[config.mk]
export PLATFORM = sky130hd
export DESIGN_NAME = fpc_cordic
export DESIGN_NICKNAME = d
export VERILOG_FILES = /design/src/rtl/fpc_pkg.sv /design/src/rtl/fpc_cordic.sv
export SDC_FILE = /design/constraint.sdc
export NUM_CORES = 1
export LEC_CHECK = 0
export BUFFER_PORTS_ARGS = -buffer_cell sky130_fd_sc_hd__buf_4
export CORE_MARGIN = 5
export CORE_UTILIZATION = 62
export CTS_BUF_LIST = sky130_fd_sc_hd__clkbuf_4
export CTS_CLUSTER_DIAMETER = 200
export CTS_CLUSTER_SIZE = 24
export DETAILED_ROUTE_END_ITERATION = 6
export PLACE_DENSITY = 0.93
export REMOVE_ABC_BUFFERS = 1
export SYNTH_ARGS = -nofsm -noshare
export SYNTH_HDL_FRONTEND = slang
export SYNTH_SLANG_ARGS = --single-unit
[constraint.sdc]
create_clock -name clk -period 8.6 [get_ports clk]
set_clock_uncertainty 0.1 [all_clocks]
set_input_delay 1.29 -clock clk [delete_from_list [all_inputs] [get_ports clk]]
set_output_delay 1.29 -clock clk [all_outputs]
set_load 0.02 [all_outputs]
[src/rtl/fpc_pkg.sv]
// Shared types, constants and lookup functions for the first-person camera block.
`default_nettype none

package fpc_pkg;

	localparam int unsigned CORDIC_STEPS_DEF = 16;
	localparam int unsigned TAB_IDX_W        = 5;
	localparam int unsigned PRESCALE_SH      = 20;

	typedef logic signed [55:0] cvec_t;
	typedef logic signed [20:0] cang_t;

	typedef struct packed {
		logic start;
		logic vec;
	} cordic_ctl_t;

	typedef enum logic [0:0] {
		CFG_MOUSE_GAIN = 1'b0,
		CFG_WALK_SPEED = 1'b1
	} cfg_idx_e;

	typedef enum logic [4:0] {
		ST_IDLE,
		ST_MUL_DX,
		ST_MUL_DY,
		ST_PITCH,
		ST_WRAP,
		ST_WRAP_FIN,
		ST_LD_YAW,
		ST_LD_YAW_WAIT,
		ST_H0,
		ST_H1,
		ST_H2,
		ST_H3,
		ST_LD_PITCH,
		ST_LD_PITCH_WAIT,
		ST_ROT_YAW,
		ST_ROT_YAW_WAIT,
		ST_STEP_M,
		ST_STEP,
		ST_MV_A,
		ST_MV_B,
		ST_MV_C,
		ST_ROT_P,
		ST_ROT_P_WAIT,
		ST_FX,
		ST_FZ,
		ST_FIN
	} state_e;

	localparam cvec_t               K_Q30       = 56'sd652032874;
	localparam logic [15:0]         K_Q16       = 16'd39797;
	localparam cang_t               PI16        = 21'sd205887;
	localparam cang_t               HALF_PI16   = 21'sd102944;
	localparam logic signed [15:0]  PI13        = 16'sd25736;
	localparam logic [15:0]         WRAP_MOD    = 16'd51472;
	localparam logic [3:0]          WRAP_TOP    = 4'd12;
	localparam logic signed [15:0]  PITCH_MAX   = 16'sd12725;
	localparam logic [15:0]         GAIN_RST    = 16'd128;
	localparam logic [31:0]         SPEED_RST   = 32'd327680;

	// arctan(2^-i) in Q16 radians
	function automatic logic [16:0] atan_q16(input logic [TAB_IDX_W-1:0] i);
		logic [16:0] r;
		case (i)
			5'd0:    r = 17'd51472;
			5'd1:    r = 17'd30386;
			5'd2:    r = 17'd16055;
			5'd3:    r = 17'd8150;
			5'd4:    r = 17'd4091;
			5'd5:    r = 17'd2047;
			5'd6:    r = 17'd1024;
			5'd7:    r = 17'd512;
			5'd8:    r = 17'd256;
			5'd9:    r = 17'd128;
			5'd10:   r = 17'd64;
			5'd11:   r = 17'd32;
			5'd12:   r = 17'd16;
			5'd13:   r = 17'd8;
			5'd14:   r = 17'd4;
			5'd15:   r = 17'd2;
			5'd16:   r = 17'd1;
			default: r = 17'd0;
		endcase
		return r;
	endfunction

	// length correction for one, two or three active axes (Q16)
	function automatic logic [16:0] norm_q16(input logic [1:0] n);
		logic [16:0] r;
		case (n)
			2'd1:    r = 17'd65536;
			2'd2:    r = 17'd46341;
			2'd3:    r = 17'd37837;
			default: r = 17'd0;
		endcase
		return r;
	endfunction

	function automatic logic signed [31:0] sat32(input logic signed [35:0] v);
		logic signed [31:0] r;
		if (v > 36'sd2147483647)       r = 32'sh7FFFFFFF;
		else if (v < -36'sd2147483648) r = 32'sh80000000;
		else                           r = v[31:0];
		return r;
	endfunction

	function automatic logic signed [15:0] clamp_pitch(input logic signed [29:0] v);
		logic signed [15:0] r;
		if (v > 30'(PITCH_MAX))       r = PITCH_MAX;
		else if (v < -30'(PITCH_MAX)) r = -PITCH_MAX;
		else                          r = v[15:0];
		return r;
	endfunction

endpackage

`default_nettype wire

[src/rtl/fpc_cordic.sv]
// Iterative CORDIC unit, one micro-rotation per cycle, rotation or vectoring mode.
`default_nettype none

module fpc_cordic #(
	parameter int unsigned STEPS = fpc_pkg::CORDIC_STEPS_DEF
) (
	input  logic                clk,
	input  logic                arst_n,
	input  fpc_pkg::cordic_ctl_t ctl,
	input  fpc_pkg::cvec_t      x0,
	input  fpc_pkg::cvec_t      y0,
	input  fpc_pkg::cang_t      z0,
	output fpc_pkg::cvec_t      x,
	output fpc_pkg::cvec_t      y,
	output fpc_pkg::cang_t      z,
	output logic                done
);
	import fpc_pkg::*;

	localparam int unsigned CNT_W = $clog2(STEPS);

	logic [CNT_W-1:0] cnt_q;
	logic             busy_q, done_q, vec_q;
	cvec_t            x_q, y_q, xs, ys;
	cang_t            z_q, at;
	logic             up;

	assign xs = x_q >>> cnt_q;
	assign ys = y_q >>> cnt_q;
	assign at = cang_t'(atan_q16(TAB_IDX_W'(cnt_q)));
	// vectoring steers y toward zero, rotation steers z toward zero
	assign up = vec_q ? !(y_q > 0) : (z_q >= 0);

	always_ff @(posedge clk or negedge arst_n) begin
		if (!arst_n) begin
			busy_q <= 1'b0;
			done_q <= 1'b0;
			cnt_q  <= '0;
			vec_q  <= 1'b0;
		end else begin
			done_q <= 1'b0;
			if (ctl.start) begin
				busy_q <= 1'b1;
				cnt_q  <= '0;
				vec_q  <= ctl.vec;
			end else if (busy_q) begin
				if (cnt_q == CNT_W'(STEPS - 1)) begin
					busy_q <= 1'b0;
					done_q <= 1'b1;
				end else begin
					cnt_q <= cnt_q + 1'b1;
				end
			end
		end
	end

	always_ff @(posedge clk) begin
		if (ctl.start) begin
			x_q <= x0;
			y_q <= y0;
			z_q <= z0;
		end else if (busy_q) begin
			if (up) begin
				x_q <= x_q - ys;
				y_q <= y_q + xs;
				z_q <= z_q - at;
			end else begin
				x_q <= x_q + ys;
				y_q <= y_q - xs;
				z_q <= z_q + at;
			end
		end
	end

	assign x    = x_q;
	assign y    = y_q;
	assign z    = z_q;
	assign done = done_q;

endmodule

`default_nettype wire

==> results by group <==
Timing
  – Hold Vio Cnt, Final: 0
  – Final setup fails: 0
  – Period minus WS final: a little over 8000 ps
  – Max-Slew Margin vs Limit: ~28%
  – Fmax: between 0.1 and 0.15 GHz
  – Final period utilization: roughly 95%
  – Worst-Margin Slew: 1070 ps
  – Unrepaired setup endpoints after global routing: false
  – Max-slew violations: 0

Route
  – Remaining DRCs: 23
  – WL per Instance: roughly 25 um
  – Antenna Nets Post-Route: 0
  – DR vias: 23.1k
  – Vias per cell: 7.04
  – First drt pass iteration count: 7
  – Routed wire length: slightly above 80,000 um
  – Iter 0 DRT Violations: about 2.9k

Clock network
  – # H-tree levels: 4
  – Root buf cell: clkbuf_4
  – Clock latency on the worst-skew pair: ~680 ps
  – Post-CTS Resized: 0
  – CTS Buf Count: 17
  – Max Root-Sink Buffers: 2
  – Hold buffers post-CTS: 0
  – Setup Buffers After CTS: 0
  – CTS tree: yes
  – Reg clk slew, reported paths: 170 ps
  – Sink Count: 140

Global route
  – GRT Total Usage: between 30 and 40%
  – Total gr overflow: 0
  – Vias in the first global route: roughly 22k
  – Initial antenna violation count: 2
  – Largest net degree at the start of global routing: 102
  – First-pass GRT wire length: 123,000 um

Critical path
  – Worst path arrival time: around 8500 ps
  – Worst setup path start: cnt_q[1]
  – R2r worst-path depth: 22
  – Crit path max fanout: 63
  – Req. time, crit path: a little under 9000 ps
  – Worst setup EP type: flop
  – Reg-to-Reg End: x[52]
  – Crit path capture: x[52]
  – Worst reg2reg setup slack: ~440 ps
  – CP Class: reg2reg
  – Startpoint types: flop
  – RR Startpoint: cnt_q[1]

Cells and area
  – Final std cell area, no fill: around 25,000 um2
  – Area added between synthesis and finish: 11.7%
  – Share of cells above drive strength 1: between 10% and 20%
  – Final #Nets: slightly above 3k

Logic synthesis
  – Seq cells post-synth: 140
  – EDFF count, synth: around 130
  – Count leader, synth: nand2_1
  – Top cells by area, synth: edfxtp_1 18%, mux4_2 11%, ha_1 8.4%, nand2_1 6.4%, o21ai_0 5.9%
  – Async set-reset flop share out of synthesis: 5.00%
  – Share of the synthesized area in the top cell type: between 10% and 20%
  – Syn. warnings: 0
  – Synth unique cells: 96
  – Ys flop type: edfxtp_1
  – Cell taking the most area after synthesis: edfxtp_1
  – Cells after synthesis: between 2k and 3k
  – Mapped cell area: between 20,000 and 25,000 um2
  – Post-synthesis sequential area ratio: 19.0%
  – Synthesized area per cell: about 8.4 um2
  – Synth cell count leaders: 376 x nand2_1, 260 x o21ai_0, 209 x a21oi_1

Placed design
  – Placer Congestion: between 1 and 1.5
  – Placed Area: 24,300 um2
  – Buffers on Ports: 270
  – Post-DP HPWL: 61,800 um

Die
  – Die ar.: approximately 40,000 um2
  – Core ar.: 35,300 um2
  – Initial core utilization: 62.3%
  – Die width: between 150 and 200 um
  – IO Pins: 271
  – Row count: a little under 70
  – Height of the die: about 200 um

Run status
  – Status: complete, but fails checks
  – Failing checks: DRC

Job
  – Max_cap viols: 0

Worst hold path
  – Hold crit path type: in2async
[placed cells by master, fill, tap and decap left out, types with 84 or more instances in the layout]
master | synthesis | layout
buf_4 | 2 | 305
a21oi_1 | 209 | 209
xor2_1 | 100 | 100
nor2_1 | 151 | 151
xnor2_1 | 117 | 117
mux2i_1 | 84 | 84
nand2_1 | 376 | 376
mux4_2 | 107 | 107
o21ai_0 | 260 | 260
ha_1 | 148 | 148
edfxtp_1 | 133 | 133
[cell families (layout without fill, tap and decap cells)]
family	count (synthesis)	in the layout	share of synthesized area, %
other cells	0	3	0
mux	262	262	18.8
flops	140	140	19.0
compound gates	804	804	22.7
buf+inv	215	407	4.13
simple gates	839	839	18.0
fa+ha+maj	151	151	8.70
xor+xnor	217	217	8.64
[flip-flops by register name, summed over array words and instances (netlist names)]
signal / flops
z: 21
busy_q: 1
y: 56
cnt_q: 4
vec_q: 1
done: 1
x: 56
[critical path, stage by stage (launching register included)]
cell and delay [ps]:
dfrtp_4 890, buf_12 440, inv_2 250, mux4_2 500, and2_1 200, a2111oi_0 560
nor3b_2 700, and2_1 330, nand3b_1 130, nor2_1 260, nor2_1 90, xnor2_1 170
ha_1 380, and2_1 210, nand3_1 120, nor3_1 420, nand3_1 160, o21ai_0 330
buf_4 230, a311oi_1 150, o311ai_0 830, nand3_1 170, a31o_2 260
[worst min-delay path by stage]
stage / from / cells after the start / slack, ps / endpoint
3_5_place_dp: busy_q / 1 / 480 / cnt_q[2]
3_3_place_gp: busy_q / 1 / 450 / cnt_q[2]
5_1_grt: arst_n / 1 / 280 / cnt_q[3]
2_1_floorplan: busy_q / 1 / 410 / cnt_q[2]
4_1_cts: arst_n / 1 / 280 / cnt_q[3]
6_report: arst_n / 1 / 300 / cnt_q[3]
[layout make-up]
class	instances	area (um2)
clock buffers	17	128
flip-flops and latches	140	4180
inverters	68	256
multi-input cells	2273	16900
well taps	461	577
diodes	3	7.51
fillers	2882	10700
clock inverters	15	163
repair buffers	307	2320
[per-layer routing]
| metal | vias to the layer above | part of all wire, % | GRT usage, % |
|---|---|---|---|
| li1 | 10309 | - | - |
| met4 | 0 | 5.0 | 16.8 |
| met1 | 10930 | 38 | 53.2 |
| met2 | 1606 | 45 | 63.3 |
| met3 | 286 | 12 | 7.79 |
| met5 | - | 0 | 0 |
[through the flow]
step | instances | util (%) | setup TNS [ps] | worst slack [ps] | hold WS [ps]
CTS | 3281 | 69.6 | 0 | 595 | 275
floorplan | 2481 | - | -53180 | -1830 | 408
global route | 3284 | 69.6 | 0 | 30.1 | 283
finish | 3284 | 69.6 | 0 | 443 | 302
global placement | 3249 | 68.7 | 0 | 793 | 450
detailed placement | 3249 | 68.7 | 0 | 642 | 478
Power is left out: the tool's default activity adds up to more than one toggle a clock period on the data nets, which glitch-free logic cannot reach.
